===== src/rtl/tssf_pkg.sv =====
// Shared types and constants for the TCP SYN+ACK source filter.
// Used by the parser, the table cells and the top level; no dependencies.
`timescale 1ns / 1ps
`default_nettype none

package tssf_pkg;

   // table geometry
   localparam int TABLE_SLOTS_DEFAULT = 64;
   localparam int SLOT_W              = 6;

   // request kinds
   localparam logic REQ_FRAME_BYTE  = 1'b0;
   localparam logic REQ_ENTRY_WRITE = 1'b1;

   // verdict codes
   localparam logic [1:0] VERDICT_NONE    = 2'd0;
   localparam logic [1:0] VERDICT_PASSED  = 2'd1;
   localparam logic [1:0] VERDICT_BLOCKED = 2'd2;

   // protocol constants
   localparam logic [15:0] ETHERTYPE_IPV4 = 16'h0800;
   localparam logic [7:0]  PROTO_TCP      = 8'd6;
   localparam logic [7:0]  SYN_ACK_MASK   = 8'h12;
   localparam logic [15:0] ETH_HDR_LEN    = 16'd14;
   localparam logic [15:0] TCP_FLAGS_AT   = 16'd13;
   localparam logic [15:0] TCP_HDR_LEN    = 16'd20;
   localparam logic [3:0]  IP_MIN_WORDS   = 4'd5;
   localparam logic [15:0] OFFSET_MAX     = 16'hFFFF;

   typedef struct packed {
      logic              req_type;
      logic [7:0]        frame_byte;
      logic              frame_end;
      logic [SLOT_W-1:0] entry_slot;
      logic              entry_enable;
      logic [31:0]       entry_address;
      logic [15:0]       entry_port;
   } req_item_type;

   typedef struct packed {
      logic        drop_frame;
      logic [1:0]  verdict_class;
      logic [63:0] passed_total;
      logic [63:0] blocked_total;
   } rsp_item_type;

   // item travelling down the cell chain: a lookup or a table write
   typedef struct packed {
      logic              valid;
      logic              is_entry;
      logic              qualify;
      logic              hit;
      logic [SLOT_W-1:0] slot;
      logic              enable;
      logic [31:0]       address;
      logic [15:0]       port;
   } chain_item_type;

endpackage

`default_nettype wire


===== src/rtl/tssf_parser.sv =====
// Byte-serial Ethernet/IPv4/TCP header parser; emits one chain item per
// frame end or table write. Depends on tssf_pkg.
`timescale 1ns / 1ps
`default_nettype none

module tssf_parser import tssf_pkg::*; (
   input  wire logic           clock,
   input  wire logic           reset,
   input  wire logic           take,
   input  wire req_item_type   req,
   output chain_item_type      item
);

   logic [15:0] offset_ff, offset_in;
   logic [15:0] ether_ff, ether_in;
   logic [3:0]  words_ff, words_in;
   logic [7:0]  proto_ff, proto_in;
   logic [31:0] addr_ff, addr_in;
   logic [15:0] port_ff, port_in;
   logic [7:0]  flags_ff, flags_in;

   logic [15:0] tcp_start;
   logic [15:0] rel;
   logic [15:0] min_len;
   logic        is_byte;
   logic        qualify;
   logic [7:0]  b;

   // per-byte field capture, frame verdict and chain item
   always_comb begin
      offset_in = offset_ff;
      ether_in  = ether_ff;
      words_in  = words_ff;
      proto_in  = proto_ff;
      addr_in   = addr_ff;
      port_in   = port_ff;
      flags_in  = flags_ff;
      b         = req.frame_byte;
      tcp_start = ETH_HDR_LEN + {10'd0, words_ff, 2'b00};
      rel       = offset_ff - tcp_start;
      is_byte   = take && (req.req_type == REQ_FRAME_BYTE);

      if (is_byte && (offset_ff != OFFSET_MAX)) begin
         if ((offset_ff == 16'd12) || (offset_ff == 16'd13)) begin
            ether_in = {ether_ff[7:0], b};
         end else if (offset_ff == ETH_HDR_LEN) begin
            words_in = b[3:0];
         end else if (offset_ff == ETH_HDR_LEN + 16'd9) begin
            proto_in = b;
         end else if ((offset_ff >= ETH_HDR_LEN + 16'd12) &&
                      (offset_ff <= ETH_HDR_LEN + 16'd15)) begin
            addr_in = {addr_ff[23:0], b};
         end
         if ((offset_ff > ETH_HDR_LEN) && (offset_ff >= tcp_start)) begin
            if ((rel == 16'd0) || (rel == 16'd1)) begin
               port_in = {port_ff[7:0], b};
            end else if (rel == TCP_FLAGS_AT) begin
               flags_in = b;
            end
         end
         offset_in = offset_ff + 16'd1;
      end

      // qualifying frame: IPv4, TCP, full headers present, SYN and ACK set
      min_len = ETH_HDR_LEN + {10'd0, words_in, 2'b00} + TCP_HDR_LEN;
      qualify = (ether_in == ETHERTYPE_IPV4) && (words_in >= IP_MIN_WORDS) &&
                (proto_in == PROTO_TCP) && (offset_in >= min_len) &&
                ((flags_in & SYN_ACK_MASK) == SYN_ACK_MASK);

      item = '0;
      if (take && (req.req_type == REQ_ENTRY_WRITE)) begin
         item.valid    = 1'b1;
         item.is_entry = 1'b1;
         item.slot     = req.entry_slot;
         item.enable   = req.entry_enable;
         item.address  = req.entry_address;
         item.port     = req.entry_port;
      end else if (is_byte && req.frame_end) begin
         item.valid   = 1'b1;
         item.qualify = qualify;
         item.address = addr_in;
         item.port    = port_in;
      end

      // start the next frame from scratch
      if (is_byte && req.frame_end) begin
         offset_in = '0;
         ether_in  = '0;
         words_in  = '0;
         proto_in  = '0;
         addr_in   = '0;
         port_in   = '0;
         flags_in  = '0;
      end
   end

   always_ff @(posedge clock) begin
      if (reset) begin
         offset_ff <= '0;
         ether_ff  <= '0;
         words_ff  <= '0;
         proto_ff  <= '0;
         addr_ff   <= '0;
         port_ff   <= '0;
         flags_ff  <= '0;
      end else begin
         offset_ff <= offset_in;
         ether_ff  <= ether_in;
         words_ff  <= words_in;
         proto_ff  <= proto_in;
         addr_ff   <= addr_in;
         port_ff   <= port_in;
         flags_ff  <= flags_in;
      end
   end

endmodule

`default_nettype wire


===== config.mk =====
export PLATFORM = sky130hd
export DESIGN_NAME = tssf_parser
export DESIGN_NICKNAME = d
export VERILOG_FILES = /design/src/rtl/tssf_pkg.sv /design/src/rtl/tssf_parser.sv
export SDC_FILE = /design/constraint.sdc
export NUM_CORES = 1
export LEC_CHECK = 0
export ABC_AREA = 0
export BUFFER_PORTS_ARGS = -buffer_cell sky130_fd_sc_hd__buf_2
export CAP_MARGIN = 40
export CORE_ASPECT_RATIO = 1.5
export CORE_MARGIN = 1.5
export CORE_UTILIZATION = 45
export DETAILED_ROUTE_END_ITERATION = 7
export PLACE_DENSITY = 0.77
export SYNTH_ARGS = -nofsm -noshare
export SYNTH_HDL_FRONTEND = slang
export SYNTH_SLANG_ARGS = --single-unit

===== constraint.sdc =====
create_clock -name clock -period 6.9 [get_ports clock]
set_clock_uncertainty 0.05 [all_clocks]
set_input_delay 0.345 -clock clock [delete_from_list [all_inputs] [get_ports clock]]
set_output_delay 0.345 -clock clock [all_outputs]
set_load 0.03 [all_outputs]

==> results.ini <==
[outcome]
outcome = finished, final reports clean

[cells_and_area]
fillers = 1164
drive_gt1_share_pct = 20.6
stdcell_count = 946
nets = 873
area_growth_pct = 18.3
diodes = 0

[synthesis]
synth_edf_count = 0
synth_area_mm2 = 0.00543
yosysWarnings = 0
yosys-top-cells-area = dfxtp_1 35%, mux2i_1 8.3%, nand2_1 6.6%, o21ai_0 5.4%, nor2_1 4.6%
synthArstFlopShare_pct = 0
yosys.area.top_type_share_pct = 34.7
synth_area_leader_cell = dfxtp_1
synth.most_common_cell = nand2_1
ys_types = 59
ys.flop_type = dfxtp_1
syn_avg_cell_area_um2 = 7.73
synth-seq-cells = 94
synth_common_cells = 96 x nand2_1, 94 x dfxtp_1, 67 x nor2_1, 59 x o21ai_0, 50 x a21oi_1
synth_cells = 702
syn_nets = 787
ys_seq_area_share_pct = 34.7

[power_and_ir_drop]
p_int_uw = 838
power.leakage_nw = 2.64
p_switching_uw = 324
powerDensity_mw_per_mm2 = 181
seqPwrFrac_pct = 46.8
vdd_drop_max_v = 0.000133
p_comb_share_pct = 9.5
pwr-share-clk_pct = 43.7
finalPower_mw = 1.16
swShare_pct = 27.9

[floorplanning]
die_area_mm2 = 0.0127
die_w_um = 92.7
io_pins = 127
rows = 49
core-area_mm2 = 0.0119
die_h_um = 138
start_util_pct = 45.6

[cts]
clk_latency_ns = 0.35
cts.sinks = 94
cts_buffers = 9
cts-root-buf = clkbuf_16
cts_setup_buffers = 0
cts_tree = yes
ctsHoldBuffers = 0
htree_levels = 3
clk_pin_slew_ns = 0.07
clockBufferDepth = 2
cts_resized = 0

[route]
drt_iter0_drc = 275
via_count = 5318
ant_nets = 0
dr.pass1.iters = 6
drt-total-wl_um = 14300
routedWlPerCell_um = 15.1
avgViaCountPerCell = 5.62
drc = 0

[placement]
dp.final_hpwl_um = 10400
finalWeightedCongestion = 0.906
port_buffers = 125
dp_cells = 930

[timing]
finalSetupTns_ns = 0
max_freq_mhz = 214
rsz0062_at_grt = false
worst_slew_pin_slew_ns = 0.901
fin_crit_sh_pct = 67.8
relSlewSlack_pct = 39.9
maxSlewViolCount = 0
final.min_clock_period_ns = 4.68
hold_viol_final = 0
setup_viol = 0

[critical_path]
crit_required_ns = 6.50
criticalPathCategory = register to primary output
path_max_fanout = 38
arrival_ns = 4.28
rr_worst_depth = 12
setup.worst_path.start_class = register
end_kind = primary output

[hold_path]
hold-path-cell-count = 3
hold_class = primary input to register

[global_route]
grt_max_degree = 67
grt.overflow.total = 0
antenna_found_initial = 0
track_usage_pct = 22.6
grt_pass1_vias = 4863
grt_first_pass_wirelength_um = 22900

[run]
maxCapViolations = 0

[state kept, by name, summed over array words and instances, names as in the netlist]
name	cells
port_ff	16
offset_ff	16
ether_ff	16
words_ff	4
proto_ff	8
flags_ff	2
addr_ff	32
[layout make-up]
type	instances	area (um^2)	share of cell area (%)
Tap cell	153	191	2.98
Sequential cell	94	1880	29.3
Timing Repair Buffer	135	728	11.3
Clock inverter	7	81.3	1.27
Inverter	10	37.5	0.584
Clock buffer	9	225	3.51
Multi-Input combinational cell	538	3280	51.0
[path summary, 6_finish.rpt]
kind,start,endpoint,slack (ns)
worst min register to register,ether_ff[14],ether_ff[14],0.41
worst min-delay path,req[60],ether_ff[4],0.25
worst max-delay path,words_ff[0],item[56],2.22
worst max register to register,words_ff[0],port_ff[13],3.35
[power by group through the flow]
| stage | registers, mW | logic [mW] | clock network (mW) |
|---|---|---|---|
| 4_1_cts | 0.544 | 0.110 | 0.512 |
| 6_report | 0.544 | 0.110 | 0.508 |
| 3_3_place_gp | 0.557 | 0.108 | 0 |
| 5_1_grt | 0.544 | 0.119 | 0.538 |
| 3_5_place_dp | 0.557 | 0.109 | 0 |
| 2_1_floorplan | 0.556 | 0.0674 | 0 |
[placed cells by master, fill, tap and decap left out, drive strengths merged, types with 2 or more instances in the layout]
| cell type | instances |
|---|---|
| mux2 | 3 |
| nand3 | 29 |
| nand2 | 96 |
| and2 | 4 |
| nor2 | 67 |
| o21ai | 60 |
| a21o | 3 |
| o31ai | 4 |
| inv | 15 |
| xor2 | 11 |
| mux2i | 45 |
| ha | 16 |
| clkinv | 2 |
| buf | 135 |
| nor4 | 13 |
| a211o | 8 |
| nor2b | 8 |
| o21a | 2 |
| nand2b | 4 |
| clkbuf | 9 |
| o211ai | 2 |
| and3 | 17 |
| nor3 | 25 |
| a211oi | 4 |
| xnor2 | 11 |
| and4 | 3 |
| or4 | 6 |
| a21oi | 50 |
| nand3b | 3 |
| or3 | 5 |
| dfxtp | 94 |
| nand4 | 11 |
| a311o | 8 |
[metrics by stage]
stage	area (um^2)	hold slack, ns	setup WS (ns)	utilization (%)
detailed placement	6120	0.397	2.66	51.4
global placement	6070	0.389	2.70	51.0
finish	6420	0.254	2.22	54.0
floorplan	5430	0.382	2.81	-
CTS	6420	0.243	2.27	54.0
global route	6420	0.258	1.95	54.0
[worst max-delay path: stages (launching register included)]
cell	delay, ns
dfxtp_1	0.36
o21ai_0	0.27
xor2_1	0.20
ha_1	0.34
a21o_1	0.20
a21o_1	0.21
nor3_1	0.25
xor2_1	0.16
or4_4	0.76
or4_1	0.60
a221oi_2	0.31
buf_2	0.24
[logic make-up (layout without fill, tap and decap cells)]
group | after synthesis | after routing | share of synthesized area (%)
other cells | 1 | 1 | 0.0691
buf+inv | 70 | 161 | 5.30
xor+xnor | 22 | 22 | 3.55
compound gates | 153 | 153 | 17.1
mux | 48 | 48 | 8.92
simple gates | 297 | 297 | 26.4
flops | 94 | 94 | 34.7
fa+ha+maj | 17 | 17 | 4.06
[metal layers]
layer,up-vias,wire [um],track usage [%]
met5,-,0,0
met4,0,639,13.5
met3,36,702,4.19
met2,172,7100,38.4
met1,2448,5830,26.3
li1,2662,-,-
Note: power is estimated with default switching activity, not from simulation.
