## config.mk

```make
export PLATFORM = sky130hd
export DESIGN_NAME = tssf_cell
export DESIGN_NICKNAME = d
export VERILOG_FILES = /design/src/rtl/tssf_pkg.sv /design/src/rtl/tssf_cell.sv
export SDC_FILE = /design/constraint.sdc
export NUM_CORES = 1
export LEC_CHECK = 0
export BUFFER_PORTS_ARGS = -buffer_cell sky130_fd_sc_hd__buf_4
export CAP_MARGIN = 10
export CORE_ASPECT_RATIO = 0.9
export CORE_MARGIN = 4
export CORE_UTILIZATION = 51
export DETAILED_ROUTE_END_ITERATION = 7
export PLACE_DENSITY_LB_ADDON = 0.05
export SYNTH_ARGS = -nofsm -noshare
export SYNTH_HDL_FRONTEND = slang
export SYNTH_SLANG_ARGS = --single-unit
export TNS_END_PERCENT = 1
```

## constraint.sdc

```tcl
create_clock -name clock -period 4.4 [get_ports clock]
set_clock_uncertainty 0.15 [all_clocks]
set_input_delay 0.88 -clock clock [delete_from_list [all_inputs] [get_ports clock]]
set_output_delay 0.88 -clock clock [all_outputs]
set_load 0.1 [all_outputs]
```

## src/rtl/tssf_pkg.sv

```systemverilog
// Shared types and constants for the TCP SYN+ACK source filter.
// Used by the parser, the table cells and the top level; no dependencies.
`timescale 1ns / 1ps
`default_nettype none

package tssf_pkg;

   // table geometry
   localparam int TABLE_SLOTS_DEFAULT = 64;
   localparam int SLOT_W              = 6;

   // request kinds
   localparam logic REQ_FRAME_BYTE  = 1'b0;
   localparam logic REQ_ENTRY_WRITE = 1'b1;

   // verdict codes
   localparam logic [1:0] VERDICT_NONE    = 2'd0;
   localparam logic [1:0] VERDICT_PASSED  = 2'd1;
   localparam logic [1:0] VERDICT_BLOCKED = 2'd2;

   // protocol constants
   localparam logic [15:0] ETHERTYPE_IPV4 = 16'h0800;
   localparam logic [7:0]  PROTO_TCP      = 8'd6;
   localparam logic [7:0]  SYN_ACK_MASK   = 8'h12;
   localparam logic [15:0] ETH_HDR_LEN    = 16'd14;
   localparam logic [15:0] TCP_FLAGS_AT   = 16'd13;
   localparam logic [15:0] TCP_HDR_LEN    = 16'd20;
   localparam logic [3:0]  IP_MIN_WORDS   = 4'd5;
   localparam logic [15:0] OFFSET_MAX     = 16'hFFFF;

   typedef struct packed {
      logic              req_type;
      logic [7:0]        frame_byte;
      logic              frame_end;
      logic [SLOT_W-1:0] entry_slot;
      logic              entry_enable;
      logic [31:0]       entry_address;
      logic [15:0]       entry_port;
   } req_item_type;

   typedef struct packed {
      logic        drop_frame;
      logic [1:0]  verdict_class;
      logic [63:0] passed_total;
      logic [63:0] blocked_total;
   } rsp_item_type;

   // item travelling down the cell chain: a lookup or a table write
   typedef struct packed {
      logic              valid;
      logic              is_entry;
      logic              qualify;
      logic              hit;
      logic [SLOT_W-1:0] slot;
      logic              enable;
      logic [31:0]       address;
      logic [15:0]       port;
   } chain_item_type;

endpackage

`default_nettype wire

```

## src/rtl/tssf_cell.sv

```systemverilog
// One filter table slot: holds an (address, port) entry and passes chain
// items to its neighbor, updating or matching on the way. Depends on tssf_pkg.
`timescale 1ns / 1ps
`default_nettype none

module tssf_cell import tssf_pkg::*; #(
   parameter int CELL_INDEX = 0
) (
   input  wire logic           clock,
   input  wire logic           reset,
   input  wire logic           advance,
   input  wire chain_item_type prev_item,
   output chain_item_type      item_out
);

   logic           active_ff;
   logic [31:0]    address_ff;
   logic [15:0]    port_ff;
   chain_item_type item_ff, item_in;
   logic           slot_hit;
   logic           match;

   // table write aimed at this slot, or a lookup hitting this entry
   always_comb begin
      slot_hit = prev_item.valid && prev_item.is_entry &&
                 (32'(prev_item.slot) == CELL_INDEX);
      match    = prev_item.valid && !prev_item.is_entry && active_ff &&
                 (address_ff == prev_item.address) && (port_ff == prev_item.port);
      item_in     = prev_item;
      item_in.hit = prev_item.hit | match;
   end

   always_ff @(posedge clock) begin
      if (reset) begin
         active_ff <= 1'b0;
         item_ff   <= '0;
      end else if (advance) begin
         item_ff <= item_in;
         if (slot_hit) begin
            active_ff <= prev_item.enable;
         end
      end
   end

   // entry contents: undefined until written
   always_ff @(posedge clock) begin
      if (advance && slot_hit) begin
         address_ff <= prev_item.address;
         port_ff    <= prev_item.port;
      end
   end

   assign item_out = item_ff;

endmodule

`default_nettype wire

```

==> results.json, run 1 <==
{
  "clkTransAtPathRegs_ns": 0.10,
  "wl_mm": 8.18,
  "async_flop_share_pct": 0,
  "overflow": 0,
  "fin_nets": 492,
  "drv_slew": 0,
  "multi_input_area_um2": 1400,
  "synth_area_um2": 4100,
  "layout-drive-gt1-share_pct": 31.7,
  "nFillCells": 622,
  "synthesis.nets": 373,
  "final.setup.tns_ns": 0,
  "finalHoldViolations": 0,
  "max_stage_delay_ns": 0.54,
  "fmax_mhz": 395,
  "yosys-top-cells-area": "edfxtp_1 35%, dfxtp_1 29%, mux2i_1 14%",
  "grt_max_degree": 61,
  "hpwl_mm": 5.79,
  "holdWs_ns": 0.354,
  "clock_path_buffers": 2,
  "finalSetupViolations": 0,
  "mostFrequentLayoutCell": "buf_4",
  "clk_latency_ns": 0.36,
  "cp_max_fo": 49,
  "cts_tree": "done",
  "cts.htree.levels": 3,
  "cp.arrival_ns": 2.61,
  "initial_core_util_pct": 53.3,
  "detail_route.wl_per_cell_um": 15.4,
  "synth_top_cell_by_area": "edfxtp_1",
  "io_pins": 121,
  "outcome": "finished clean",
  "cts_setup_buffers": 0,
  "detail_route.first_pass.iterations": 4,
  "yosysTopAreaCellShare_pct": 35.2,
  "routed-via-count": 2654,
  "timing.slew.headroom_pct": 34.3,
  "cts_root_buffer": "clkbuf_8",
  "synth-main-ff-cell": "dfxtp_1",
  "hold_path_class": "register to register",
  "die_h_um": 93.1,
  "cts-hold-fix-buffers": 0,
  "p_leak_nw": 2.21,
  "clkSinkCount": 108,
  "ir_drop_v": 0.000216,
  "ant_nets": 0,
  "power.density_nw_per_um2": 400,
  "drtIter0Drc": 110,
  "area_growth_pct": 28.4,
  "crit_slowest_cell": "or4b_4",
  "fin_crit_sh_pct": 57.6,
  "grtUsageTotal_pct": 17.7,
  "grt_setup_unrepaired": "no",
  "cts_resized": 0,
  "io_buffers": 120,
  "crit_path_frequent_cell": "buf_4",
  "first_global_vias": 2619,
  "ys_ff_latch": 108,
  "cap_violations": 0,
  "start_kind": "primary input",
  "syn_area_per_cell_um2": 13.2,
  "synth_edf_count": 48,
  "critPathTopFamily": "simple AND/OR/NAND/NOR gates",
  "gp_congestion": 0.739,
  "path_class": "primary input to register",
  "die-area_um2": 9540,
  "cp-end-kind": "register",
  "crit_required_ns": 4.48,
  "seqCellArea_um2": 2640,
  "core_area_um2": 7690,
  "antenna_found_initial": 0,
  "antenna_cells": 0,
  "worst-path-buf-inv": 2,
  "ys_seq_area_share_pct": 64.5,
  "num_rows": 30,
  "synth_warnings": 0,
  "drc_errors": 0,
  "cts_buffers": 9,
  "fin_crit_ns": 2.53,
  "die_w_um": 103,
  "final_cell_mix": "122 x buf_4, 60 x nor2_1, 60 x dfxtp_1",
  "syn_inst": 311,
  "worst_slew_pin_slew_ns": 0.986,
  "grt_pass1_wl_mm": 13.2,
  "vias_per_cell": 5.00,
  "ys_types": 17,
  "worstPathCellList": "buf_4 -> or4b_4 -> nor4_4 -> buf_4 -> mux2i_1 -> nor2_1"
}
worst paths after layout:
check                 from      endpoint  slack [ns]  depth (start not counted)
max          prev_item[49]     active_ff        1.87                          6
min            item_out[4]   item_out[4]        0.35                          2
max reg2reg  address_ff[9]  item_out[55]        2.60                          5
min reg2reg    item_out[4]   item_out[4]        0.35                          2
routing by layer:
| metal | track usage [%] | wire (um) | part of all wire (%) | vias up |
|---|---|---|---|---|
| li1 | - | - | - | 1313 |
| met1 | 26.0 | 3900 | 48 | 1248 |
| met2 | 25.9 | 3630 | 44 | 87 |
| met3 | 5.00 | 578 | 7.1 | 6 |
| met4 | 4.59 | 68 | 0.83 | 0 |
| met5 | 0 | 0 | 0 | - |
final cells by class:
cell class | count | area share [%]
clock buffers | 12 | 2.97
clock inverters | 4 | 0.571
multi-input cells | 189 | 26.5
flip-flops and latches | 108 | 50.2
well taps | 96 | 2.28
repair buffers | 122 | 17.4
worst min-delay path: stages (launching register included):
cell,delay (ns)
dfxtp_1,0.34
mux2i_1,0.06
nor2_1,0.07
registers in the layout, indices dropped and copies added, names as in the netlist:
name and cells:
item_out 59, active_ff 1, address_ff 32, port_ff 16
report_power, final:
| part | internal [mW] | total (mW) | leakage, nW | switching, mW |
|---|---|---|---|---|
| combinational | 0.124 | 0.443 | 1.18 | 0.319 |
| sequential | 1.08 | 1.10 | 0.927 | 0.0170 |
| clock | 0.244 | 0.569 | 0.0966 | 0.325 |
kinds of logic (layout without fill, tap and decap cells):
kind of cell / after synthesis / count (layout) / synth area share (%)
mux: 59 / 59 / 14.4
buf+inv: 14 / 138 / 1.47
simple gates: 80 / 80 / 9.01
flops: 108 / 108 / 64.5
xor+xnor: 48 / 48 / 10.3
compound gates: 2 / 2 / 0.397
synthesized netlist by cell type (2+ instances only):
master / instances
dfxtp_1: 60
nor2_1: 60
mux2i_1: 59
edfxtp_1: 48
xnor2_1: 48
nand4_1: 11
clkbuf_1: 7
buf_2: 6
nand3_1: 2
nor3_1: 2
nor4_1: 2
through the flow:
step	power (mW)	utilization, %	area [um^2]	setup slack (ns)	cells
after floorplan	1.43	-	4100	0.704	311
after global placement	1.56	66.0	5070	1.50	515
after detailed placement	1.56	66.0	5070	1.47	515
after CTS	2.13	68.4	5260	1.87	531
after global routing	2.20	68.4	5260	1.77	531
final	2.11	68.4	5260	1.87	531
(Power assumes the default switching activity.)
==> run 2: changes to the inputs <==
- ABC_AREA: default -> 1
- CORE_UTILIZATION: 51 -> 47
- clock period: 4.4 -> 2.1 ns (I/O delays scaled with it)
==> run 2 against run 1 <==
Sequential share of layout area decreased by 2.8 points. Setup slack got worse by 1.4 ns. Sequential cell count unchanged. Clock power up 99%. Critical path type is now register to output pin. Critical endpoint is now item_out[15]. Largest power group unchanged.
==> results.json, run 2 <==
{
  "p_leak_nw": 2.65,
  "grtUsageTotal_pct": 18.9,
  "clock_power_share_pct": 25.4,
  "synth_area_um2": 4380,
  "ys_types": 19,
  "die_w_um": 110,
  "cts_buffers": 9,
  "cp.arrival_ns": 1.06,
  "ant_nets": 0,
  "layout-drive-gt1-share_pct": 22.5,
  "crit_required_ns": 1.53,
  "seqCellArea_um2": 2640,
  "drv_slew": 0,
  "r2r-start": "address_ff[11]",
  "antenna_found_initial": 0,
  "syn_area_per_cell_um2": 8.62,
  "worst-path-buf-inv": 1,
  "overflow": 0,
  "grt_pass1_wl_mm": 16.1,
  "sw_frac_of_total_pct": 33.9,
  "first_global_vias": 3425,
  "syn_inst": 508,
  "grt_setup_unrepaired": "no",
  "gp_congestion": 0.835,
  "nFillCells": 844,
  "ys_seq_area_share_pct": 60.3,
  "critPathTopFamily": "flip-flops",
  "r2r-end": "item_out[55]",
  "grt_max_degree": 97,
  "synth-main-ff-cell": "dfxtp_1",
  "fin_crit_sh_pct": 77.5,
  "cts_tree": "done",
  "hold_depth": 2,
  "start_kind": "register",
  "hold_path_end": "item_out[58]",
  "initial_core_util_pct": 48.2,
  "fin_nets": 687,
  "finalHoldViolations": 0,
  "io_buffers": 120,
  "largest_register_ffs": 59,
  "cp-end-kind": "output pin",
  "internal_power_mw": 2.95,
  "outcome": "finished clean",
  "r2r_slack_ns": 0.65,
  "drc_errors": 0,
  "synth_warnings": 0,
  "hold_start": "reset",
  "path_class": "register to output pin",
  "core_area_um2": 9080,
  "clkSinkCount": 108,
  "synthesis.nets": 570,
  "vias_per_cell": 4.69,
  "clk_latency_ns": 0.37,
  "cts-hold-fix-buffers": 0,
  "area_growth_pct": 27.2,
  "worst_slew_pin_slew_ns": 0.400,
  "yosysMostFrequentCell": "nand2_1",
  "worstPathCellList": "buf_4",
  "cts.htree.levels": 3,
  "power.density_nw_per_um2": 801,
  "clock_path_buffers": 2,
  "clkTransAtPathRegs_ns": 0.10,
  "io_pins": 121,
  "fin_ws_ns": 0.472,
  "die-area_um2": 10900,
  "mostFrequentLayoutCell": "buf_4",
  "antenna_cells": 0,
  "detail_route.wl_per_cell_um": 13.2,
  "multi_input_area_um2": 1390,
  "cp_max_fo": 2,
  "routed-via-count": 3529,
  "final_cell_mix": "122 x buf_4, 119 x nand2_1, 72 x nor2_1",
  "cts_setup_buffers": 0,
  "yosys-top-cells-area": "edfxtp_1 33%, dfxtp_1 27%, nand2_1 10%",
  "die_h_um": 99.6,
  "num_rows": 33,
  "synth_top_cell_by_area": "edfxtp_1",
  "wl_mm": 9.95,
  "max_stage_delay_ns": 0.38,
  "hold_path_class": "primary input to register",
  "final.setup.tns_ns": 0,
  "detail_route.first_pass.iterations": 4,
  "fin_crit_ns": 1.63,
  "cap_violations": 0,
  "crit_slowest_cell": "dfxtp_1",
  "rr_worst_depth": 9,
  "drtIter0Drc": 100,
  "ys_ff_latch": 108,
  "synth_edf_count": 48,
  "cts_resized": 0,
  "fmax_mhz": 614,
  "power.switching_mw": 1.51,
  "cts_root_buffer": "clkbuf_8",
  "yosysTopAreaCellShare_pct": 32.9,
  "hpwl_mm": 7.10,
  "ir_drop_v": 0.000441,
  "dp_slack_ns": 0.291,
  "synth.top_cells.by_count": "119 x nand2_1, 72 x nor2_1, 69 x inv_1",
  "pwr-share-seq_pct": 51.7,
  "timing.slew.headroom_pct": 73.3,
  "async_flop_share_pct": 0,
  "combPwrFrac_pct": 22.9,
  "finalSetupViolations": 0,
  "dp_cells": 736,
  "instances_no_fill": 752
}
[run 2: metrics by stage]
| step | area (um^2) | total power [mW] | util, % | hold slack (ns) |
|---|---|---|---|---|
| floorplan | 4380 | 3.09 | - | 0.316 |
| global route | 5570 | 4.66 | 61.3 | 0.0476 |
| detailed placement | 5410 | 3.38 | 59.5 | 0.311 |
| CTS | 5570 | 4.51 | 61.3 | 0.0450 |
| finish | 5570 | 4.46 | 61.3 | 0.0539 |
| global placement | 5410 | 3.37 | 59.5 | 0.298 |
[run 2: final cells by class]
class,instances,share of cell area (%)
well taps,122,2.74
clock inverters,5,0.651
repair buffers,124,17.2
multi-input cells,311,24.9
clock buffers,11,2.36
inverters,71,4.78
flip-flops and latches,108,47.4
[run 2: power by group through the flow]
stage	Combinational (mW)	Sequential (mW)	Clock [mW]
floorplan	0.175	2.91	0
global placement	1.02	2.36	0
detailed placement	1.03	2.36	0
CTS	1.03	2.31	1.17
global route	1.08	2.32	1.26
finish	1.02	2.31	1.13
[run 2: how the worst max path moves through the flow]
stage / startpoint / endpoint / cells past startpoint / slack, ns
after floorplan: prev_item[57] / address_ff[0] / 4 / -0.72
after global placement: prev_item[49] / active_ff / 7 / 0.30
after CTS: item_out[27] / item_out[27] / 1 / 0.48
after global routing: item_out[27] / item_out[27] / 1 / 0.45
final: item_out[15] / item_out[15] / 1 / 0.47
after detailed placement: prev_item[57] / active_ff / 8 / 0.29
[run 2: cell families (layout without fill, tap and decap cells)]
kind of cell / count (synthesis) / count (layout) / share of synthesized area [%]
simple gates: 199 / 199 / 17.8
xor+xnor: 13 / 13 / 2.60
flops: 108 / 108 / 60.3
compound gates: 99 / 99 / 11.3
buf+inv: 89 / 211 / 8.00
[run 2: layer usage]
layer	share of wire, %	vias up	track usage, %
li1	-	1834	-
met1	45	1597	24.5
met2	47	87	30.4
met3	6.0	11	5.52
met4	1.6	0	6.04
met5	0	-	0
==> run 3: changes to the inputs <==
- ABC_AREA: 1 -> 0
- CORE_UTILIZATION: 47 -> 46
- clock period: 2.1 -> 1.4 ns (I/O delays scaled with it)
==> run 3 against run 2 <==
The run now ends with negative setup slack left. Setup slack got worse by 0.77 ns. Clock power up 51%. Sequential share of layout area fell by 7.0 points. Non-clock buffer count is 60 higher. Die area decreased by 4.1%. Critical path depth grew 5. Via count decreased by 17%. Sequential cell count stayed put. Critical path type is now register to register. Largest cell class unchanged. Largest power group unchanged.
==> results.json, run 3 (synthesis results as in run 1) <==
{
  "final_cell_mix": "98 x buf_4, 66 x buf_12, 60 x nor2_1",
  "cp.arrival_ns": 1.84,
  "gp_congestion": 0.733,
  "antenna_found_initial": 0,
  "ir_drop_v": 0.000665,
  "max_stage_delay_ns": 0.40,
  "die_h_um": 97.6,
  "outcome": "finished, violations left",
  "drc_errors": 0,
  "crit_slowest_cell": "edfxtp_1",
  "drv_slew": 0,
  "io_buffers": 120,
  "r2r_slack_ns": -0.30,
  "cp-end-kind": "register",
  "fin_nets": 554,
  "power_mw": 7.03,
  "hold_start": "prev_item[56]",
  "r2r-end": "item_out[55]",
  "vias_per_cell": 4.78,
  "clock_path_buffers": 2,
  "cts_tree": "done",
  "area_growth_pct": 63.8,
  "die-area_um2": 10500,
  "clk_latency_ns": 0.36,
  "finalHoldViolations": 0,
  "overflow": 0,
  "detail_route.wl_per_cell_um": 16.1,
  "num_rows": 32,
  "worstPathCellList": "xnor2_1 -> nand4_1 -> nor4_2 -> buf_4 -> a41oi_2 -> a211oi_2",
  "cts_buffers": 9,
  "clkSinkCount": 108,
  "hold_path_class": "primary input to register",
  "hpwl_mm": 6.45,
  "layout-drive-gt1-share_pct": 48.9,
  "instances_no_fill": 616,
  "clkTransAtPathRegs_ns": 0.10,
  "power.density_nw_per_um2": 1050,
  "fmax_mhz": 588,
  "first_global_vias": 3054,
  "finalSetupViolations": 50,
  "fin_crit_sh_pct": 121,
  "antenna_cells": 0,
  "wl_mm": 9.94,
  "worst_slew_pin_slew_ns": 0.283,
  "timing.slew.headroom_pct": 81.1,
  "grt_max_degree": 32,
  "mostFrequentLayoutCell": "buf_4",
  "nFillCells": 551,
  "initial_core_util_pct": 47.4,
  "start_kind": "register",
  "hold_path_end": "item_out[56]",
  "dp_cells": 583,
  "cts.htree.levels": 3,
  "detail_route.first_pass.iterations": 4,
  "ant_nets": 0,
  "fin_util_pct": 77.6,
  "rr_worst_depth": 6,
  "core_area_um2": 8650,
  "io_pins": 121,
  "p_leak_nw": 2.73,
  "grtUsageTotal_pct": 18.6,
  "path_class": "register to register",
  "violations": "negative setup slack",
  "die_w_um": 108,
  "cts_root_buffer": "clkbuf_8",
  "crit_required_ns": 1.54,
  "fin_ws_ns": -0.300,
  "fin_crit_ns": 1.70,
  "cap_violations": 0,
  "r2r-start": "port_ff[8]",
  "grt_setup_unrepaired": "yes",
  "hold_depth": 3,
  "largest_register_ffs": 59,
  "drtIter0Drc": 142,
  "cp_max_fo": 1,
  "grt_pass1_wl_mm": 15.4,
  "routed-via-count": 2944
}
==> run 3: cell count changes in the layout (fill, tap and decap cells not counted), sizes merged, moves of 2 or more <==
cell / change
o21ai: -61
xor2: -7
xnor2: +42
nand4: +10
buf: +43
nor3: +2
dlygate4sd3: +17
a21oi: -38
mux2i: +59
nor2: -14
inv: -72
clkinv: +2
nor4: +2
nand2: -119
==> run 3: metal layers <==
layer  part of all wire [%]  global-route usage (%)  vias up  wire length [um]
li1                       -                       -     1445                 -
met4                   0.98                    3.98        0                97
met2                     49                    29.3       90              4920
met1                     43                    25.2     1403              4240
met3                    6.9                    5.91        6               685
met5                      0                       0        -                 0
==> run 3: power breakdown <==
group,switching [mW],internal (mW),leakage (nW),total (mW)
clock,1.05,0.658,0.0816,1.71
sequential,0.111,3.41,0.947,3.52
combinational,1.05,0.752,1.70,1.80
==> run 3: worst max-delay path by stage <==
stage / from / to / slack [ns]
6_report: port_ff[8] / item_out[55] / -0.30
5_1_grt: port_ff[10] / item_out[55] / -0.43
4_1_cts: port_ff[14] / item_out[55] / -0.37
3_5_place_dp: prev_item[49] / address_ff[17] / -0.60
3_3_place_gp: prev_item[49] / address_ff[6] / -0.62
2_1_floorplan: prev_item[49] / active_ff / -1.70
==> run 3: final cells by class <==
| class | count | area (um^2) | area share (%) |
|---|---|---|---|
| Clock buffer | 11 | 131 | 1.96 |
| Tap cell | 119 | 149 | 2.22 |
| Clock inverter | 5 | 37.5 | 0.559 |
| Multi-Input combinational cell | 189 | 1420 | 21.2 |
| Timing Repair Buffer | 184 | 2260 | 33.7 |
| Sequential cell | 108 | 2710 | 40.4 |
==> run 3: stage by stage <==
stage	instance area (um^2)	TNS (ns)	setup slack, ns	hold slack [ns]
6_report	6710	-9.32	-0.300	0.0154
5_1_grt	6710	-10.06	-0.433	0.0257
4_1_cts	6400	-7.99	-0.366	0.00295
3_5_place_dp	5530	-29.37	-0.604	0.330
3_3_place_gp	5530	-30.04	-0.618	0.323
2_1_floorplan	4100	-81.12	-1.70	0.229
==> run 3: worst max-delay path: cells and delay by family (launching register included) <==
family / cells / cell delay, ns
compound gates: 2 / 0.30
simple gates: 2 / 0.46
buf+inv: 1 / 0.16
flops: 1 / 0.40
xor+xnor: 1 / 0.17
==> run 3: timing repair <==
action                                  CTS  global route
endpoints found under the setup margin  109            97
buffers inserted                          0             0
hold buffers                             17             0
endpoints found under the hold margin    17             0
pin swaps                                 6             2
resized for setup                       140           101
